## src/rtl/adu_pkg.sv

```systemverilog
// shared types, constants and helper functions for the adam parameter update block
// binary32 field helpers, unit latencies, configuration indexes
// no dependencies
package adu_pkg;

    localparam int RAW_W       = 48;
    localparam int LAT_MUL     = 4;
    localparam int LAT_ADD     = 6;
    localparam int LAT_DIV     = 31;
    localparam int LAT_SQRT    = 30;
    localparam int DIV_STEPS   = 27;
    localparam int SQRT_STEPS  = 26;
    localparam int STEP_BITS   = 16;
    localparam int CFG_IDX_W   = 3;
    localparam int CFG_DATA_W  = 32;

    localparam logic [CFG_IDX_W-1:0] CFG_LR    = 3'd0;
    localparam logic [CFG_IDX_W-1:0] CFG_BETA1 = 3'd1;
    localparam logic [CFG_IDX_W-1:0] CFG_BETA2 = 3'd2;
    localparam logic [CFG_IDX_W-1:0] CFG_EPS   = 3'd3;
    localparam logic [CFG_IDX_W-1:0] CFG_STEP  = 3'd4;

    localparam logic [31:0] FP_ONE   = 32'h3F800000;
    localparam logic [31:0] FP_QNAN  = 32'h7FC00000;
    localparam logic [31:0] RST_LR   = 32'h3A83126F;
    localparam logic [31:0] RST_B1   = 32'h3F666666;
    localparam logic [31:0] RST_B2   = 32'h3F7FBE77;
    localparam logic [31:0] RST_EPS  = 32'h322BCC77;
    localparam logic [15:0] RST_STEP = 16'd1;

    typedef logic signed [10:0] t_exp;

    // unrounded result: mant[RAW_W-1] has weight 2^(exp-127)
    typedef struct packed {
        logic             nan;
        logic             inf;
        logic             zero;
        logic             sign;
        t_exp             exp;
        logic [RAW_W-1:0] mant;
        logic             sticky;
    } t_raw;

    typedef struct packed {
        logic [31:0] lr;
        logic [31:0] b1;
        logic [31:0] b2;
        logic [31:0] eps;
        logic [31:0] omb1;
        logic [31:0] omb2;
        logic [31:0] c1;
        logic [31:0] c2;
    } t_coef;

    function automatic logic [5:0] lzc48(input logic [47:0] x);
        logic [5:0] n;
        n = 6'd48;
        for (int i = 0; i < 48; i++) begin
            if (x[i]) n = 6'(47 - i);
        end
        return n;
    endfunction

    function automatic logic fp_is_nan(input logic [31:0] x);
        return (x[30:23] == 8'hFF) && (x[22:0] != 23'd0);
    endfunction

    function automatic logic fp_is_inf(input logic [31:0] x);
        return (x[30:23] == 8'hFF) && (x[22:0] == 23'd0);
    endfunction

    function automatic logic fp_is_zero(input logic [31:0] x);
        return x[30:0] == 31'd0;
    endfunction

    function automatic logic [23:0] fp_mant(input logic [31:0] x);
        return {x[30:23] != 8'd0, x[22:0]};
    endfunction

    function automatic logic [7:0] fp_exp(input logic [31:0] x);
        return (x[30:23] == 8'd0) ? 8'd1 : x[30:23];
    endfunction

endpackage

```

## src/rtl/adu_round.sv

```systemverilog
// normalize and round-to-nearest-even stage group, three registers deep
// depends on adu_pkg
module adu_round
    import adu_pkg::*;
(
    input  logic        i_clk,
    input  logic        i_en,
    input  t_raw        i_raw,
    output logic [31:0] o_res
);
    t_raw        r1_raw;
    logic [5:0]  r1_lz;
    t_raw        r2_raw;
    t_raw        n2_raw;
    logic [31:0] r_res;
    logic [31:0] n_res;

    logic [25:0] m26;
    logic [25:0] mm;
    logic        st;
    logic [7:0]  ef;
    logic        ovf;
    t_exp        sh;
    logic        inc;
    logic [30:0] packed31;

    always_comb begin
        n2_raw      = r1_raw;
        n2_raw.mant = r1_raw.mant << r1_lz;
        n2_raw.exp  = r1_raw.exp - t_exp'({5'd0, r1_lz});
    end

    always_comb begin
        m26 = r2_raw.mant[RAW_W-1 -: 26];
        st  = (|r2_raw.mant[RAW_W-27:0]) | r2_raw.sticky;
        mm  = m26;
        ef  = 8'd0;
        ovf = 1'b0;
        sh  = t_exp'(1) - r2_raw.exp;
        if (r2_raw.exp > t_exp'(0)) begin
            ovf = r2_raw.exp >= t_exp'(255);
            ef  = r2_raw.exp[7:0];
        end else if (sh >= t_exp'(26)) begin
            mm = 26'd0;
            st = st | (|m26);
        end else begin
            // subnormal: shift right, lost bits fold into sticky
            mm = m26 >> sh[4:0];
            st = st | (m26 != (mm << sh[4:0]));
        end
        inc      = mm[1] & (mm[0] | st | mm[2]);
        packed31 = {ef, mm[24:2]} + 31'(inc);
        if (r2_raw.nan) begin
            n_res = FP_QNAN;
        end else if (r2_raw.inf || ovf) begin
            n_res = {r2_raw.sign, 8'hFF, 23'd0};
        end else if (r2_raw.zero) begin
            n_res = {r2_raw.sign, 31'd0};
        end else begin
            n_res = {r2_raw.sign, packed31};
        end
    end

    always_ff @(posedge i_clk) begin
        if (i_en) begin
            r1_raw <= i_raw;
            r1_lz  <= lzc48(i_raw.mant);
            r2_raw <= n2_raw;
            r_res  <= n_res;
        end
    end

    assign o_res = r_res;
endmodule

```

## src/rtl/adu_fsqrt.sv

```systemverilog
// binary32 square root: digit-by-digit root, one bit per stage
// depends on adu_pkg, adu_round
module adu_fsqrt
    import adu_pkg::*;
(
    input  logic        i_clk,
    input  logic        i_en,
    input  logic [31:0] i_a,
    output logic [31:0] o_res
);
    localparam int RAD_W = 2 * SQRT_STEPS;
    localparam int REM_W = SQRT_STEPS + 2;

    typedef struct packed {
        logic                  nan;
        logic                  inf;
        logic                  zero;
        logic                  sign;
        t_exp                  exp;
        logic [RAD_W-1:0]      rad;
        logic [REM_W-1:0]      rem;
        logic [SQRT_STEPS-1:0] root;
    } t_sqrt_st;

    t_sqrt_st    r_st [SQRT_STEPS+1];
    t_sqrt_st    n_st [SQRT_STEPS+1];
    t_raw        w_raw;
    logic [5:0]  lz;
    logic [23:0] mn;
    t_exp        e;
    t_exp        e_even;
    logic [24:0] madj;
    logic [REM_W+1:0] rem4 [SQRT_STEPS];
    logic [REM_W+1:0] trial [SQRT_STEPS];

    always_comb begin
        lz     = lzc48({fp_mant(i_a), 24'd0});
        mn     = fp_mant(i_a) << lz;
        e      = t_exp'({3'd0, fp_exp(i_a)}) - t_exp'({5'd0, lz}) - t_exp'(127);
        // odd exponent: move one factor of two into the radicand
        e_even = e[0] ? (e - t_exp'(1)) : e;
        madj   = e[0] ? {mn, 1'b0} : {1'b0, mn};
        n_st[0].zero = fp_is_zero(i_a);
        n_st[0].nan  = fp_is_nan(i_a) | (i_a[31] & !fp_is_zero(i_a));
        n_st[0].inf  = fp_is_inf(i_a);
        n_st[0].sign = i_a[31];
        n_st[0].exp  = (e_even >>> 1) + t_exp'(127);
        n_st[0].rad  = {madj, (RAD_W-25)'(0)};
        n_st[0].rem  = '0;
        n_st[0].root = '0;
        for (int k = 0; k < SQRT_STEPS; k++) begin
            n_st[k+1]  = r_st[k];
            rem4[k]    = {r_st[k].rem, r_st[k].rad[RAD_W-1 -: 2]};
            trial[k]   = (REM_W+2)'({r_st[k].root, 2'b01});
            n_st[k+1].rad = r_st[k].rad << 2;
            if (rem4[k] >= trial[k]) begin
                n_st[k+1].rem  = REM_W'(rem4[k] - trial[k]);
                n_st[k+1].root = {r_st[k].root[SQRT_STEPS-2:0], 1'b1};
            end else begin
                n_st[k+1].rem  = REM_W'(rem4[k]);
                n_st[k+1].root = {r_st[k].root[SQRT_STEPS-2:0], 1'b0};
            end
        end
    end

    always_ff @(posedge i_clk) begin
        if (i_en) begin
            for (int k = 0; k <= SQRT_STEPS; k++) begin
                r_st[k] <= n_st[k];
            end
        end
    end

    always_comb begin
        w_raw.nan    = r_st[SQRT_STEPS].nan;
        w_raw.inf    = r_st[SQRT_STEPS].inf;
        w_raw.zero   = r_st[SQRT_STEPS].zero;
        w_raw.sign   = r_st[SQRT_STEPS].sign;
        w_raw.exp    = r_st[SQRT_STEPS].exp;
        w_raw.mant   = {r_st[SQRT_STEPS].root, (RAW_W-SQRT_STEPS)'(0)};
        w_raw.sticky = r_st[SQRT_STEPS].rem != '0;
    end

    adu_round u_round (
        .i_clk (i_clk),
        .i_en  (i_en),
        .i_raw (w_raw),
        .o_res (o_res)
    );
endmodule

```

## config.mk

```make
export PLATFORM = sky130hd
export DESIGN_NAME = adu_fsqrt
export DESIGN_NICKNAME = d
export VERILOG_FILES = /design/src/rtl/adu_pkg.sv /design/src/rtl/adu_round.sv /design/src/rtl/adu_fsqrt.sv
export SDC_FILE = /design/constraint.sdc
export NUM_CORES = 2
export LEC_CHECK = 0
export ABC_AREA = 1
export BUFFER_PORTS_ARGS = -buffer_cell sky130_fd_sc_hd__buf_2
export CAP_MARGIN = 20
export CORE_ASPECT_RATIO = 0.8
export CORE_UTILIZATION = 54
export CTS_BUF_LIST = sky130_fd_sc_hd__clkbuf_16
export DETAILED_ROUTE_END_ITERATION = 7
export HOLD_SLACK_MARGIN = 0.05
export PLACE_DENSITY = 0.75
export SLEW_MARGIN = 20
export SYNTH_ARGS = -nofsm -noshare
export SYNTH_HDL_FRONTEND = slang
export SYNTH_SLANG_ARGS = --single-unit
```

## constraint.sdc

```tcl
create_clock -name i_clk -period 5 [get_ports i_clk]
set_input_delay 0.75 -clock i_clk [delete_from_list [all_inputs] [get_ports i_clk]]
set_output_delay 0.75 -clock i_clk [all_outputs]
set_load 0.005 [all_outputs]
```

# Word level (Yosys, flattened, before mapping)
# Memories as Yosys holds them, arrays and structs flattened.
# Cells that the tools add are included.
totals:
  register_bits: 144
  ramBits: 3213
  inputBits: 34
  out_inout_bits: 32
  elab_cells: 207
  n_memories: 1
op_classes:
  addsub: 33
  n_lt_le_gt_ge: 29
  eq_ne: 2
  shift: 4
  mux: 88
  n_bitwise: 8
  n_reduce_logical: 19
memory_table:
  columns: ["memory", "words", "width", "rd", "rd_clocked_by_memory_dff", "write_ports", "line", "rtl"]
  rows:
  - ["r_st", 27, 119, 27, 0, 27, "adu_fsqrt.sv:25", "t_sqrt_st r_st [SQRT_STEPS+1];"]
ops:
  columns: ["op", "n"]
  rows:
  - ["two-way mux 54 bit", 26]
  - ["greater-or-equal comparator 30 x 28 -> 1 bit", 26]
  - ["subtractor 28 bit", 26]
  - ["two-way mux 6 bit", 25]
  - ["two-way mux 25 bit", 3]
  - ["<< shifter 48 x 6 -> 48 bit", 1]
  - ["two-way mux 5 bit", 9]
  - ["two-way mux 4 bit", 8]
  - ["adder 31 x 1 -> 31 bit", 1]
  - ["logical NOT 31 bit", 1]
  - ["two-way mux 31 bit", 1]
  - ["nonzero test 28 bit", 1]
  - ["!= test 26 bit", 1]
  - ["OR reduction 26 bit", 1]
  - ["<< shifter 26 x 5 -> 26 bit", 1]
  - ["right shift 26 x 5 -> 26 bit", 1]
  - ["OR reduction 25 bit", 1]
  - ["<< shifter 24 x 6 -> 24 bit", 1]
  - ["logical NOT 23 bit", 1]
  - ["two-way mux 23 bit", 1]
  - ["nonzero test 23 bit", 1]
  - ["OR reduction 22 bit", 1]
  - ["two-way mux 8 bit", 2]
  - ["OR reduction 16 bit", 1]
  - ["other kinds (25)", 42]

# Longest topological paths before layout
logic_depth:
  ltp_word: 29
  mapped_depth: 38
  depth_no_buf: 36

# Cells and area by module
# Synthesis repeated with hierarchy kept, for this count alone.
unflattened:
  hier_cells: 8391
  area_unflattened_um2: 88504.9
modules_own_cells:
  columns: ["module", "n_inst", "cells_per_inst", "area_per_inst_um2", "seq_area_each_um2"]
  rows:
  - ["adu_fsqrt", 1, 6636, 75956.6, 48106.1]
  - ["adu_round", 1, 1755, 12548.3, 4984.8]

# Worst setup path before layout
# Ideal clock, no wire load.
synth_path:
  path_kind: "input -> register"
  from: "in i_a[26]"
  to: "mem r_st[0][113] in the netlist's numbering, data pin"
  setup_ps: 266
  arrival_ps: 4118
  t_required_ps: 4734
  slack_ps: 615
  cell_stages: 17
  n_path_buf: 1
  cell_sequence: "nor4_1 -> and2_0 -> nand2_1 -> nor2_1 -> nor2_1 -> inv_1 -> clkbuf_1 -> ha_1 -> a21oi_1 -> o31ai_1 -> xor2_1 -> nor4_1 -> nand2_1 -> xnor2_1 -> nand2_1 -> o21ai_1 -> a21oi_1"
synth_lines:
  columns: ["item", "line", "rtl"]
  rows:
  - ["start, declared", "adu_fsqrt.sv:8", "input logic [31:0] i_a,"]
  - ["end, declared", "adu_fsqrt.sv:25", null]

==> results.sh <==
export IMPL_synth_seq_cells=1724
export IMPL_cts_hold_fix_buffers=0
export IMPL_maxSlewHeadroom_pct=21.4
export IMPL_cp_num_buf_inv=2
export IMPL_p_int_mw=28.2
export IMPL_switchingPower_mw=11.3
export IMPL_fin_nets=8514
export IMPL_pre_cts_ws_ps=474
export IMPL_syn_inst=7937
export IMPL_firstDrtPassIters=6
export IMPL_cts_setup_buffers=0
export IMPL_die_w_um=447
export IMPL_wirelength_mm=182
export IMPL_cpMaxStageDelayCell="inv_2"
export IMPL_busiest_layer="met2"
export IMPL_cts_root_buf="clkbuf_16"
export IMPL_cp_common_cell="nand2_1"
export IMPL_whs_path_depth=1
export IMPL_areaGrowthSynthToFinish_pct=10.3
export IMPL_final_hold_viol_count=0
export IMPL_io_buffers=65
export IMPL_rsz0062_at_grt="false"
export IMPL_place_congestion=0.944
export IMPL_power_leakage_nw=37.8
export IMPL_clkTransAtPathRegs_ps=60
export IMPL_grtUsageMet1_pct=31.9
export IMPL_power_share_clock_pct=32.7
export IMPL_start_kind="flop"
export IMPL_vias=56500
export IMPL_crit_arrival_ps=4930
export IMPL_grt_pass1_wl_mm=289
export IMPL_antenna_found_initial=0
export IMPL_ys_seq_area_share_pct=60.6
export IMPL_hold_worst_slack_ps=170
export IMPL_period_minus_slack_ps=4410
export IMPL_setup_viol=0
export IMPL_tns_ps=0
export IMPL_yosysMostFrequentCell="edfxtp_1"
export IMPL_max_stage_delay_ps=570
export IMPL_layout_setup_ws_ps=590
export IMPL_drv_slew=0
export IMPL_tightest_slew_ps=1180
export IMPL_maxCapViolCount=0
export IMPL_dp_cells=10000
export IMPL_synthArstFlopShare_pct=0
export IMPL_cts_buffer_depth=3
export IMPL_status="complete, no violations"
export IMPL_yosysTopAreaCellShare_pct=60.6
export IMPL_start_util_pct=54.4
export IMPL_power_frac_comb_pct=19.0
export IMPL_fp_row_count=130
export IMPL_min_path_type="in2reg"
export IMPL_vias_per_cell=5.46
export IMPL_overflow=0
export IMPL_crit_fanout=42
export IMPL_synth_cell_types=81
export IMPL_crit_chain="inv_1, ha_1, fa_1, nand3_1, nand2_1, a21oi_1, o21bai_1, a21oi_1, o21ai_1, nand2_1, nand2_1, nand2_1, nand2_1, nand2_1, nand2_1, a21oi_1, o21ai_1, a21boi_1, o211ai_2, inv_2, o21ai_0"
export IMPL_cts_tree="done"
export IMPL_synth_top_flop_cell="edfxtp_1"
export IMPL_synth_top_area_cell="edfxtp_1"
export IMPL_core_um2=157000
export IMPL_grt_start_max_net_pins=188
export IMPL_ff2ff_path_depth=21
export IMPL_die_h_um=358
export IMPL_design_area_um2=94200
export IMPL_synthTopCellsByCount="edfxtp_1, nand2_1, inv_1, nor2_1, a21oi_1"
export IMPL_avgSynthCellArea_um2=10.8
export IMPL_drive_gt1_share_pct=6.28
export IMPL_design_die_area_um2=160000
export IMPL_ctsResizeCount=0
export IMPL_clock_latency_ps=820
export IMPL_reg2reg_slack_ps=590
export IMPL_r2r_start="r_st[1][741]"
export IMPL_seqPwrFrac_pct=48.3
export IMPL_met3_usage_pct=3.92
export IMPL_use_met2_pct=36.3
export IMPL_antenna_left=0
export IMPL_skew_ps=59.1
export IMPL_min_from="i_a[31]"
export IMPL_grt_use_total_pct=22.7
export IMPL_synth_edf_count=1724
export IMPL_synthTopCellsByArea="edfxtp_1, nand2_1, ha_1"
export IMPL_endpoint_kind="flop"
export IMPL_numCtsBuffers=169
export IMPL_crit_type="reg2reg"
export IMPL_fin_crit_sh_pct=88.2
export IMPL_r2r_end="r_st[1][878]"
export IMPL_synth_area_um2=85400
export IMPL_io_pins=66
export IMPL_post_dp_cell_area_um2=88500
export IMPL_critical_path_top_delay_family="compound AO/OA/AOI/OAI gates"
export IMPL_cp_data_required_time_ps=5520
export IMPL_first_global_vias=54200
export IMPL_antenna_cells=0
export IMPL_dp_hpwl_mm=134
export IMPL_min_to="r_st[0][115]"
export IMPL_stdcell_count=10300
export IMPL_cts_max_level=4
export IMPL_yosysWarningCount=0
export IMPL_drc=0
export IMPL_powerDensity_nw_per_um2=420
export IMPL_ir_drop_mv=0.343
export IMPL_first_iter_violations=5571
export IMPL_switching_share_pct=28.6
export IMPL_cts_sinks=1724
export IMPL_max_freq_mhz=227
export IMPL_routedWlPerCell_um=17.6
## stage by stage
| stage | total power, mW | utilization, % |
|---|---|---|
| 3_5_place_dp | 26.8 | 56.4 |
| 4_1_cts | 39.8 | 60.0 |
| 6_report | 39.6 | 60.0 |
| 5_1_grt | 41.5 | 60.0 |
| 3_3_place_gp | 26.5 | 56.4 |
| 2_1_floorplan | 24.4 | - |
## worst max-delay path by stage
stage / startpoint / end / slack [ps] / cells after the start
floorplan: i_a[26] / r_st[0][113] / 620 / 17
global placement: i_a[0] / r_st[0][111] / 340 / 25
detailed placement: i_a[0] / r_st[0][114] / 470 / 24
CTS: r_st[1][741] / r_st[1][878] / 590 / 21
global route: r_st[1][741] / r_st[1][878] / 80 / 21
finish: r_st[1][741] / r_st[1][878] / 590 / 21
## area by class of cell
cell class / count / area [µm²]
Clock buffer: 171 / 4280
Clock inverter: 141 / 1470
Fill cell: 12400 / 62700
Inverter: 1034 / 3890
Multi-Input combinational cell: 5020 / 29100
Sequential cell: 1724 / 51800
Tap cell: 2112 / 2640
Timing Repair Buffer: 147 / 1090
## layout by cell type, fill, tap and decap left out, types with 10 or more instances in the layout
| cell type | n |
|---|---|
| nor3_1 | 120 |
| nand2_1 | 1233 |
| nand4_1 | 92 |
| xor2_1 | 306 |
| o31ai_1 | 10 |
| edfxtp_1 | 1724 |
| a21oi_1 | 537 |
| o21ai_0 | 387 |
| inv_2 | 20 |
| clkinv_1 | 30 |
| o21bai_1 | 52 |
| or2_2 | 25 |
| clkbuf_16 | 171 |
| o21a_1 | 16 |
| nand3_1 | 487 |
| clkinvlp_4 | 12 |
| nor2_1 | 712 |
| a31oi_1 | 26 |
| xnor2_1 | 254 |
| clkinv_2 | 28 |
| buf_12 | 12 |
| buf_4 | 71 |
| mux2i_1 | 13 |
| ha_1 | 368 |
| bufinv_16 | 21 |
| o211ai_1 | 36 |
| buf_2 | 64 |
| inv_1 | 1038 |
| a211oi_1 | 13 |
| o21ai_1 | 70 |
| mux2_2 | 11 |
| nor4_1 | 75 |
| nor2_2 | 10 |
| fa_1 | 16 |
| o22ai_1 | 18 |
## state kept, by name, summed over array words and instances, names as in the netlist
| signal | count |
|---|---|
| u_round.r1_lz | 6 |
| r_st | 1602 |
| u_round.o_res | 32 |
| u_round.r2_raw | 16 |
| u_round.m26 | 26 |
| u_round.r1_raw | 37 |
| u_round.n2_raw | 5 |
## kinds of logic (layout without fill, tap and decap cells)
group | after synthesis | count (layout) | share of synthesized area (%)
AND/OR/NAND/NOR | 2824 | 2824 | 14.3
flip-flops | 1724 | 1724 | 60.6
AO/OA/AOI/OAI | 1224 | 1224 | 7.89
buffers and inverters | 1194 | 1493 | 5.38
XOR/XNOR | 561 | 561 | 5.76
adder cells (fa/ha/maj) | 384 | 384 | 5.76
multiplexers | 25 | 25 | 0.310
other | 1 | 2 | 0.00439
## routing by layer
layer  vias up  wire (µm)
li1      27800          -
met1     26700      82100
met2      1708      83800
met3       273      11200
met4         0       4750
met5         -          0
## power groups by stage
stage                     Clock [mW]  Sequential (mW)  Combinational [mW]
after floorplan                    0             19.0                5.49
after global placement             0             19.4                7.18
after detailed placement           0             19.4                7.40
after CTS                       13.2             19.1                7.46
after global routing            13.8             19.3                8.46
final                           12.9             19.1                7.53
Note: power is estimated with default switching activity, not from simulation.
