<file path="src/rtl/adu_pkg.sv">
// shared types, constants and helper functions for the adam parameter update block
// binary32 field helpers, unit latencies, configuration indexes
// no dependencies
package adu_pkg;

    localparam int RAW_W       = 48;
    localparam int LAT_MUL     = 4;
    localparam int LAT_ADD     = 6;
    localparam int LAT_DIV     = 31;
    localparam int LAT_SQRT    = 30;
    localparam int DIV_STEPS   = 27;
    localparam int SQRT_STEPS  = 26;
    localparam int STEP_BITS   = 16;
    localparam int CFG_IDX_W   = 3;
    localparam int CFG_DATA_W  = 32;

    localparam logic [CFG_IDX_W-1:0] CFG_LR    = 3'd0;
    localparam logic [CFG_IDX_W-1:0] CFG_BETA1 = 3'd1;
    localparam logic [CFG_IDX_W-1:0] CFG_BETA2 = 3'd2;
    localparam logic [CFG_IDX_W-1:0] CFG_EPS   = 3'd3;
    localparam logic [CFG_IDX_W-1:0] CFG_STEP  = 3'd4;

    localparam logic [31:0] FP_ONE   = 32'h3F800000;
    localparam logic [31:0] FP_QNAN  = 32'h7FC00000;
    localparam logic [31:0] RST_LR   = 32'h3A83126F;
    localparam logic [31:0] RST_B1   = 32'h3F666666;
    localparam logic [31:0] RST_B2   = 32'h3F7FBE77;
    localparam logic [31:0] RST_EPS  = 32'h322BCC77;
    localparam logic [15:0] RST_STEP = 16'd1;

    typedef logic signed [10:0] t_exp;

    // unrounded result: mant[RAW_W-1] has weight 2^(exp-127)
    typedef struct packed {
        logic             nan;
        logic             inf;
        logic             zero;
        logic             sign;
        t_exp             exp;
        logic [RAW_W-1:0] mant;
        logic             sticky;
    } t_raw;

    typedef struct packed {
        logic [31:0] lr;
        logic [31:0] b1;
        logic [31:0] b2;
        logic [31:0] eps;
        logic [31:0] omb1;
        logic [31:0] omb2;
        logic [31:0] c1;
        logic [31:0] c2;
    } t_coef;

    function automatic logic [5:0] lzc48(input logic [47:0] x);
        logic [5:0] n;
        n = 6'd48;
        for (int i = 0; i < 48; i++) begin
            if (x[i]) n = 6'(47 - i);
        end
        return n;
    endfunction

    function automatic logic fp_is_nan(input logic [31:0] x);
        return (x[30:23] == 8'hFF) && (x[22:0] != 23'd0);
    endfunction

    function automatic logic fp_is_inf(input logic [31:0] x);
        return (x[30:23] == 8'hFF) && (x[22:0] == 23'd0);
    endfunction

    function automatic logic fp_is_zero(input logic [31:0] x);
        return x[30:0] == 31'd0;
    endfunction

    function automatic logic [23:0] fp_mant(input logic [31:0] x);
        return {x[30:23] != 8'd0, x[22:0]};
    endfunction

    function automatic logic [7:0] fp_exp(input logic [31:0] x);
        return (x[30:23] == 8'd0) ? 8'd1 : x[30:23];
    endfunction

endpackage

</file>
<file path="src/rtl/adu_round.sv">
// normalize and round-to-nearest-even stage group, three registers deep
// depends on adu_pkg
module adu_round
    import adu_pkg::*;
(
    input  logic        i_clk,
    input  logic        i_en,
    input  t_raw        i_raw,
    output logic [31:0] o_res
);
    t_raw        r1_raw;
    logic [5:0]  r1_lz;
    t_raw        r2_raw;
    t_raw        n2_raw;
    logic [31:0] r_res;
    logic [31:0] n_res;

    logic [25:0] m26;
    logic [25:0] mm;
    logic        st;
    logic [7:0]  ef;
    logic        ovf;
    t_exp        sh;
    logic        inc;
    logic [30:0] packed31;

    always_comb begin
        n2_raw      = r1_raw;
        n2_raw.mant = r1_raw.mant << r1_lz;
        n2_raw.exp  = r1_raw.exp - t_exp'({5'd0, r1_lz});
    end

    always_comb begin
        m26 = r2_raw.mant[RAW_W-1 -: 26];
        st  = (|r2_raw.mant[RAW_W-27:0]) | r2_raw.sticky;
        mm  = m26;
        ef  = 8'd0;
        ovf = 1'b0;
        sh  = t_exp'(1) - r2_raw.exp;
        if (r2_raw.exp > t_exp'(0)) begin
            ovf = r2_raw.exp >= t_exp'(255);
            ef  = r2_raw.exp[7:0];
        end else if (sh >= t_exp'(26)) begin
            mm = 26'd0;
            st = st | (|m26);
        end else begin
            // subnormal: shift right, lost bits fold into sticky
            mm = m26 >> sh[4:0];
            st = st | (m26 != (mm << sh[4:0]));
        end
        inc      = mm[1] & (mm[0] | st | mm[2]);
        packed31 = {ef, mm[24:2]} + 31'(inc);
        if (r2_raw.nan) begin
            n_res = FP_QNAN;
        end else if (r2_raw.inf || ovf) begin
            n_res = {r2_raw.sign, 8'hFF, 23'd0};
        end else if (r2_raw.zero) begin
            n_res = {r2_raw.sign, 31'd0};
        end else begin
            n_res = {r2_raw.sign, packed31};
        end
    end

    always_ff @(posedge i_clk) begin
        if (i_en) begin
            r1_raw <= i_raw;
            r1_lz  <= lzc48(i_raw.mant);
            r2_raw <= n2_raw;
            r_res  <= n_res;
        end
    end

    assign o_res = r_res;
endmodule

</file>
<file path="src/rtl/adu_fadd.sv">
// binary32 adder: swap, align, add, then the rounding stages
// depends on adu_pkg, adu_round
module adu_fadd
    import adu_pkg::*;
(
    input  logic        i_clk,
    input  logic        i_en,
    input  logic [31:0] i_a,
    input  logic [31:0] i_b,
    output logic [31:0] o_res
);
    typedef struct packed {
        logic        nan;
        logic        inf;
        logic        sign;
        logic        sub;
        logic [7:0]  ebig;
        logic [7:0]  diff;
        logic [23:0] mbig;
        logic [23:0] msml;
    } t_swap;

    typedef struct packed {
        logic        nan;
        logic        inf;
        logic        sign;
        logic        sub;
        logic [7:0]  ebig;
        logic [47:0] big;
        logic [47:0] sml;
        logic        stk;
    } t_align;

    t_swap       r1;
    t_swap       n1;
    t_align      r2;
    t_align      n2;
    t_raw        r3;
    t_raw        n3;
    logic [31:0] big_w;
    logic [31:0] sml_w;
    logic [47:0] sml_full;
    logic [49:0] sum;

    always_comb begin
        if (i_a[30:0] >= i_b[30:0]) begin
            big_w = i_a;
            sml_w = i_b;
        end else begin
            big_w = i_b;
            sml_w = i_a;
        end
        n1.nan  = fp_is_nan(i_a) | fp_is_nan(i_b) |
                  (fp_is_inf(i_a) & fp_is_inf(i_b) & (i_a[31] != i_b[31]));
        n1.inf  = fp_is_inf(i_a) | fp_is_inf(i_b);
        n1.sign = big_w[31];
        n1.sub  = i_a[31] ^ i_b[31];
        n1.ebig = fp_exp(big_w);
        n1.diff = fp_exp(big_w) - fp_exp(sml_w);
        n1.mbig = fp_mant(big_w);
        n1.msml = fp_mant(sml_w);
    end

    always_comb begin
        sml_full = {r1.msml, 24'd0};
        n2.nan   = r1.nan;
        n2.inf   = r1.inf;
        n2.sign  = r1.sign;
        n2.sub   = r1.sub;
        n2.ebig  = r1.ebig;
        n2.big   = {r1.mbig, 24'd0};
        if (r1.diff >= 8'd48) begin
            n2.sml = 48'd0;
            n2.stk = |r1.msml;
        end else begin
            n2.sml = sml_full >> r1.diff[5:0];
            n2.stk = sml_full != (n2.sml << r1.diff[5:0]);
        end
    end

    always_comb begin
        // sticky rides as the lowest bit so a subtraction rounds correctly
        if (r2.sub) begin
            sum = {1'b0, r2.big, 1'b0} - {1'b0, r2.sml, r2.stk};
        end else begin
            sum = {1'b0, r2.big, 1'b0} + {1'b0, r2.sml, r2.stk};
        end
        n3.nan    = r2.nan;
        n3.inf    = r2.inf;
        n3.zero   = sum == 50'd0;
        n3.sign   = (sum == 50'd0 && !r2.inf) ? (r2.sign & !r2.sub) : r2.sign;
        n3.exp    = t_exp'({3'd0, r2.ebig}) + t_exp'(1);
        n3.mant   = sum[49:2];
        n3.sticky = |sum[1:0];
    end

    always_ff @(posedge i_clk) begin
        if (i_en) begin
            r1 <= n1;
            r2 <= n2;
            r3 <= n3;
        end
    end

    adu_round u_round (
        .i_clk (i_clk),
        .i_en  (i_en),
        .i_raw (r3),
        .o_res (o_res)
    );
endmodule

</file>
<file path="config.mk">
export PLATFORM = sky130hd
export DESIGN_NAME = adu_fadd
export DESIGN_NICKNAME = d
export VERILOG_FILES = /design/src/rtl/adu_pkg.sv /design/src/rtl/adu_round.sv /design/src/rtl/adu_fadd.sv
export SDC_FILE = /design/constraint.sdc
export NUM_CORES = 1
export LEC_CHECK = 0
export ABC_CLOCK_PERIOD_IN_PS = 10600
export BUFFER_PORTS_ARGS = -buffer_cell sky130_fd_sc_hd__buf_2
export CORE_MARGIN = 1.5
export CORE_UTILIZATION = 45
export DETAILED_ROUTE_END_ITERATION = 7
export HOLD_SLACK_MARGIN = 0.12
export SLEW_MARGIN = 0
export SYNTH_ARGS = -nofsm -noshare
export SYNTH_HDL_FRONTEND = slang
export SYNTH_SLANG_ARGS = --single-unit
</file>
<file path="constraint.sdc">
create_clock -name i_clk -period 10.6 [get_ports i_clk]
set_clock_uncertainty 0.1 [all_clocks]
set_input_delay 3.18 -clock i_clk [delete_from_list [all_inputs] [get_ports i_clk]]
set_output_delay 3.18 -clock i_clk [all_outputs]
set_load 0.1 [all_outputs]
</file>
== Yosys cells after proc, flatten, opt, wreduce, memory -nomap -nowiden ==
Cells that the tools add are included.

* Add/subtract/negate cells: 7
* Magnitude comparators: 5
* Eq/ne operators: 5
* Shifts and indexed selects: 5
* Mux-type cells: 62
* Bitwise operators: 13
* Reductions and logical operators: 28

{| class="wikitable"
|+ Operators with widths
! kind !! count
|-
| $mux 5 || 32
|-
| $shl 48x6->48 || 2
|-
| $mux 31 || 2
|-
| $add 49x49->50 || 1
|-
| $logic_not 50->1 || 1
|-
| $mux 25 || 2
|-
| $mux 50 || 1
|-
| $sub 49x49->50 || 1
|-
| $ne 48x48->1 || 1
|-
| $shr 48x6->48 || 1
|-
| $logic_not 23->1 || 2
|-
| $reduce_bool 23->1 || 2
|-
| $mux 32 || 1
|-
| $mux 4 || 8
|-
| $reduce_or 32->1 || 1
|-
| $add 31x1->31 || 1
|-
| $ge 31x31->1 || 1
|-
| $ne 26x26->1 || 1
|-
| $reduce_or 26->1 || 1
|-
| $shl 26x5->26 || 1
|-
| $shr 26x5->26 || 1
|-
| $mux 8 || 3
|-
| $reduce_or 24->1 || 1
|-
| $mux 23 || 1
|-
| 27 further kinds || 56
|}

* Bits in registers: 383
* Input bits: 66
* Output and inout port bits: 32
* Logic and storage cells: 171

== Longest topological paths before layout ==
* Depth in word-level cells: 47
* Mapped depth: 26
* Gate-level depth less buffers: 24

== Hierarchy ==
From an unflattened synthesis, not the netlist that was laid out.

* Cell total of the unflattened synthesis: 3,104
* Area, all modules: 30,367.9 um2

{| class="wikitable"
|+ By module, submodules not included
! module !! instances !! cells an instance !! area an instance (um2) !! seq. area each (um2)
|-
| adu_fadd || 1 || 1,715 || 17,351.6 || 6,456.2
|-
| adu_round || 1 || 1,389 || 13,016.2 || 4,984.8
|}

== Worst setup path after synthesis ==
No wires, ideal clock.

* Kind: input-to-reg
* Start point: input port i_b[1]
* End point: register r1[55] (netlist bit), data pin
* Library setup time: 260 ps
* Arrival time: 7,185 ps
* Data required time: 10,240 ps
* Slack: 3,055 ps
* Cell stages on the path: 24
* Path buffers: 1
* Cell sequence: inv_1 -> ha_1 -> nor2b_1 -> o21a_1 -> o21a_1 -> o21a_1 -> o21a_1 -> o21a_1 -> o21a_1 -> o21ai_0 -> a211oi_1 -> nor3_1 -> clkbuf_1 -> mux2i_1 -> inv_1 -> ha_1 -> a21oi_1 -> o21ai_0 -> a21oi_1 -> nor2_1 -> o21ai_0 -> nand2b_1 -> a21oi_1 -> xnor2_1

{| class="wikitable"
|+ RTL lines
! item !! RTL line !! RTL
|-
| start, declared || adu_fadd.sv:9 || <nowiki>input logic [31:0] i_b,</nowiki>
|-
| end signal, assigned || adu_fadd.sv:99 || <nowiki>r1 <= n1;</nowiki>
|-
| end, declared || adu_fadd.sv:34 || <nowiki>t_swap r1;</nowiki>
|}

==> run_summary.xml <==
<?xml version="1.0" encoding="UTF-8"?>
<metrics>
  <group name="place">
    <metric name="post_dp_cell_area" unit="um^2">31200</metric>
    <metric name="gp_routability_congestion" unit="">1.01</metric>
    <metric name="place_ws" unit="ns">2.38</metric>
    <metric name="port_buffer_count" unit="">97</metric>
    <metric name="final_hpwl_from_detailed_placement" unit="um">78000</metric>
  </group>
  <group name="worst_setup_path">
    <metric name="sort_of_element_at_the_end_of_the_critical_path" unit="">flop</metric>
    <metric name="timing_worst_setup_path_type" unit="">in -&gt; reg</metric>
    <metric name="path_cells" unit="">buf_2, ha_1, nor2b_1, o21a_1, o21a_1, o21a_1, o21a_1, o21a_1, o21a_1, o21ai_0, a211oi_1, nor3_2, buf_4, mux2_2, and2_1, ha_1, fa_1, o21ai_0, a21oi_1, o21bai_1, a21oi_1, xnor2_1</metric>
    <metric name="logic_depth_of_the_worst_path_buffers_included" unit="">22</metric>
    <metric name="worst-path-max-fanout" unit="">88</metric>
    <metric name="cp.buffers_inverters" unit="">2</metric>
    <metric name="critPathMostFrequentCell" unit="">sky130_fd_sc_hd__o21a_1</metric>
    <metric name="worst_ep_arrival_time" unit="ns">7.88</metric>
    <metric name="ff2ff_path_depth" unit="">12</metric>
    <metric name="cp_top_family" unit="">compound AO/OA/AOI/OAI gates</metric>
    <metric name="slowest_delay" unit="ns">0.73</metric>
    <metric name="timing.critical_path.required" unit="ns">10.84</metric>
    <metric name="worstSetupStartpointType" unit="">input port</metric>
    <metric name="critical-path-slowest-cell" unit="">sky130_fd_sc_hd__buf_4</metric>
  </group>
  <group name="synth">
    <metric name="netlist-cell-type-count" unit="">96</metric>
    <metric name="post_synth_inst_count" unit="">3140</metric>
    <metric name="synthesis.area" unit="um^2">30100</metric>
    <metric name="ys_ff_latch" unit="">379</metric>
    <metric name="synthesis.area_per_instance" unit="um^2">9.58</metric>
    <metric name="synth.net_count" unit="">3305</metric>
    <metric name="postSynth.asyncResetShare" unit="%">0</metric>
    <metric name="synthFlopType" unit="">sky130_fd_sc_hd__edfxtp_1</metric>
    <metric name="synth.yosys.warnings" unit="">0</metric>
    <metric name="synth_sequential_area_ratio" unit="%">37.8</metric>
    <metric name="synth-edff-count" unit="">379</metric>
  </group>
  <group name="final_layout">
    <metric name="num-nets-final" unit="">3282</metric>
    <metric name="diodes" unit="">0</metric>
    <metric name="highest_count_cells_in_the_layout_ignoring_fill_and_taps" unit="">sky130_fd_sc_hd__edfxtp_1 (379), sky130_fd_sc_hd__nand2_1 (309), sky130_fd_sc_hd__nor2_1 (295)</metric>
    <metric name="flow.area_growth_from_synthesis" unit="%">8.69</metric>
    <metric name="finish.instance_area" unit="um^2">32700</metric>
    <metric name="most_common_cell_after_layout_fill_and_taps_aside" unit="">sky130_fd_sc_hd__edfxtp_1</metric>
    <metric name="drive_above_1_share" unit="%">14.7</metric>
  </group>
  <group name="floorplan">
    <metric name="initial_utilization" unit="%">45.6</metric>
    <metric name="io_pins" unit="">98</metric>
    <metric name="die_h" unit="um">262</metric>
    <metric name="design.die.area" unit="um^2">68400</metric>
    <metric name="floorplan.rows" unit="">94</metric>
    <metric name="floorplan.die.width" unit="um">262</metric>
    <metric name="core_region_area" unit="um^2">66000</metric>
  </group>
  <group name="routing">
    <metric name="detail_route.iter0.violations" unit="">3027</metric>
    <metric name="route.vias.total" unit="">26600</metric>
    <metric name="detail-route-antenna-nets" unit="">0</metric>
    <metric name="detailedRoute.firstPassIterationCount" unit="">6</metric>
    <metric name="detail_route.vias_per_cell" unit="">6.62</metric>
    <metric name="routed_wl" unit="um">105000</metric>
    <metric name="drt_drc_violations_left" unit="">0</metric>
    <metric name="wire_per_inst" unit="um">26.2</metric>
  </group>
  <group name="sta">
    <metric name="minimum_setup_slack_in_the_final_design" unit="ns">2.97</metric>
    <metric name="hold_ws" unit="ns">0.313</metric>
    <metric name="setup_violations" unit="">0</metric>
    <metric name="period_needed" unit="ns">7.63</metric>
    <metric name="finalMaxSlewViolations" unit="">0</metric>
    <metric name="final_min_period_over_clock_period" unit="%">72.0</metric>
    <metric name="fmaxAchievable" unit="GHz">0.131</metric>
    <metric name="report.final.hold_viol_count" unit="">0</metric>
    <metric name="worstMarginPinSlew" unit="ns">1.49</metric>
    <metric name="grt_setup_unrepaired" unit="">no</metric>
    <metric name="timing.setup.tns" unit="ns">0</metric>
    <metric name="timing.max_slew.rel_slack" unit="%">0.395</metric>
  </group>
  <group name="clock_tree">
    <metric name="cts.path.max_buffers" unit="">3</metric>
    <metric name="cts-buffers-inserted" unit="">43</metric>
    <metric name="cts_tree" unit="">built</metric>
    <metric name="clk_transition_reported_paths" unit="ns">0.06</metric>
    <metric name="clockRootBuffer" unit="">sky130_fd_sc_hd__clkbuf_16</metric>
    <metric name="cts.repair_timing.setup_buffer_count" unit="">0</metric>
    <metric name="cts.htree.levels" unit="">2</metric>
    <metric name="cts_hold_buf" unit="">0</metric>
    <metric name="worstSkewPairLatency" unit="ns">0.60</metric>
    <metric name="cts.sink_count" unit="">379</metric>
    <metric name="cts_repair_resize_count" unit="">0</metric>
  </group>
  <group name="global_route">
    <metric name="globalRouteOverflowTotal" unit="">0</metric>
    <metric name="antenna_found_initial" unit="">0</metric>
    <metric name="global_route.usage.total" unit="%">30.2</metric>
    <metric name="global_route_wire_length_before_repair" unit="um">157000</metric>
    <metric name="vias_in_the_first_global_route" unit="">25600</metric>
    <metric name="grt_start_max_net_pins" unit="">181</metric>
  </group>
  <group name="power">
    <metric name="cellLeakagePower" unit="uW">0.0119</metric>
    <metric name="ir_worst_vdd" unit="mV">0.153</metric>
    <metric name="power.density" unit="nW/um^2">204</metric>
  </group>
  <group name="run_status">
    <metric name="outcome" unit="">finished with violations</metric>
    <metric name="violations" unit="">max-capacitance violations</metric>
  </group>
  <group name="min_path">
    <metric name="hp-class" unit="">reg -&gt; reg</metric>
    <metric name="hold_depth" unit="">0</metric>
  </group>
  <group name="run">
    <metric name="cap_viol_max_count" unit="">1</metric>
  </group>
</metrics>
-- power breakdown --
group	switching, uW	internal, uW	total (uW)
combinational	2040	1080	3130
sequential	200	1860	2060
clock	614	881	1490
-- final timing paths --
kind	startpoint	to	slack [ns]
hold / removal	u_round.n2_raw[60]$_DFFE_PP_	u_round.r2_raw[60]$_DFFE_PP_	0.31
setup reg to reg	r1[48]$_DFFE_PP_	r2[0]$_DFFE_PP_	4.38
setup / recovery	i_a[1]	r1[54]$_DFFE_PP_	2.97
hold reg to reg	u_round.n2_raw[60]$_DFFE_PP_	u_round.r2_raw[60]$_DFFE_PP_	0.31
-- registers in the layout (all words and copies together) (netlist names), 6 cells and up --
| name | cells |
|---|---|
| u_round.r1_lz | 6 |
| u_round.r2_raw | 38 |
| r2 | 83 |
| n2 | 36 |
| r3 | 62 |
| u_round.o_res | 32 |
| u_round.m26 | 26 |
| r1 | 32 |
| u_round.r1_raw | 57 |
-- logic make-up after synthesis --
family,after synthesis,share of synthesized area [%]
compound gates,854,19.2
xor+xnor,82,2.39
fa+ha+maj,99,4.19
buf+inv,348,4.49
flops,379,37.8
mux,326,15.1
simple gates,1052,16.8
-- metrics by stage --
stage          utilization [%]  cells  total power [uW]
5_1_grt                   49.5   4013              6950
3_3_place_gp              47.4   3936              5100
6_report                  49.5   4013              6680
4_1_cts                   49.5   4013              6600
3_5_place_dp              47.4   3936              5090
2_1_floorplan                -   3140              4050
-- layout make-up --
class | instances | area (um^2)
multi-input cells | 2413 | 17400
flip-flops and latches | 379 | 11400
fillers | 6088 | 33300
clock inverters | 28 | 349
well taps | 864 | 1080
inverters | 132 | 495
clock buffers | 49 | 1100
repair buffers | 148 | 916
-- per-layer routing --
layer	track usage [%]	share of wire [%]	vias up	routed length, um
met5	0	0	-	0
met2	50.4	47	1352	49700
met1	37.3	39	12900	41000
met4	16.1	6.0	0	6260
met3	5.28	7.7	372	8060
li1	-	-	12000	-
-- cells in the mapped netlist (69+ instances only) --
cell type / instances / share of area (%)
sky130_fd_sc_hd__edfxtp_1: 379 / 38
sky130_fd_sc_hd__o21ai_0: 196 / 3.3
sky130_fd_sc_hd__mux2_2: 109 / 4.1
sky130_fd_sc_hd__clkbuf_1: 152 / 1.9
sky130_fd_sc_hd__mux2i_1: 126 / 4.2
sky130_fd_sc_hd__ha_1: 96 / 4.0
sky130_fd_sc_hd__nand2_1: 309 / 3.9
sky130_fd_sc_hd__nor3_1: 69 / 1.1
sky130_fd_sc_hd__nor2_1: 296 / 3.7
sky130_fd_sc_hd__a21oi_1: 152 / 2.5
sky130_fd_sc_hd__inv_1: 125 / 1.6
sky130_fd_sc_hd__mux4_2: 91 / 6.8
Power figures use the tool's default switching activity.
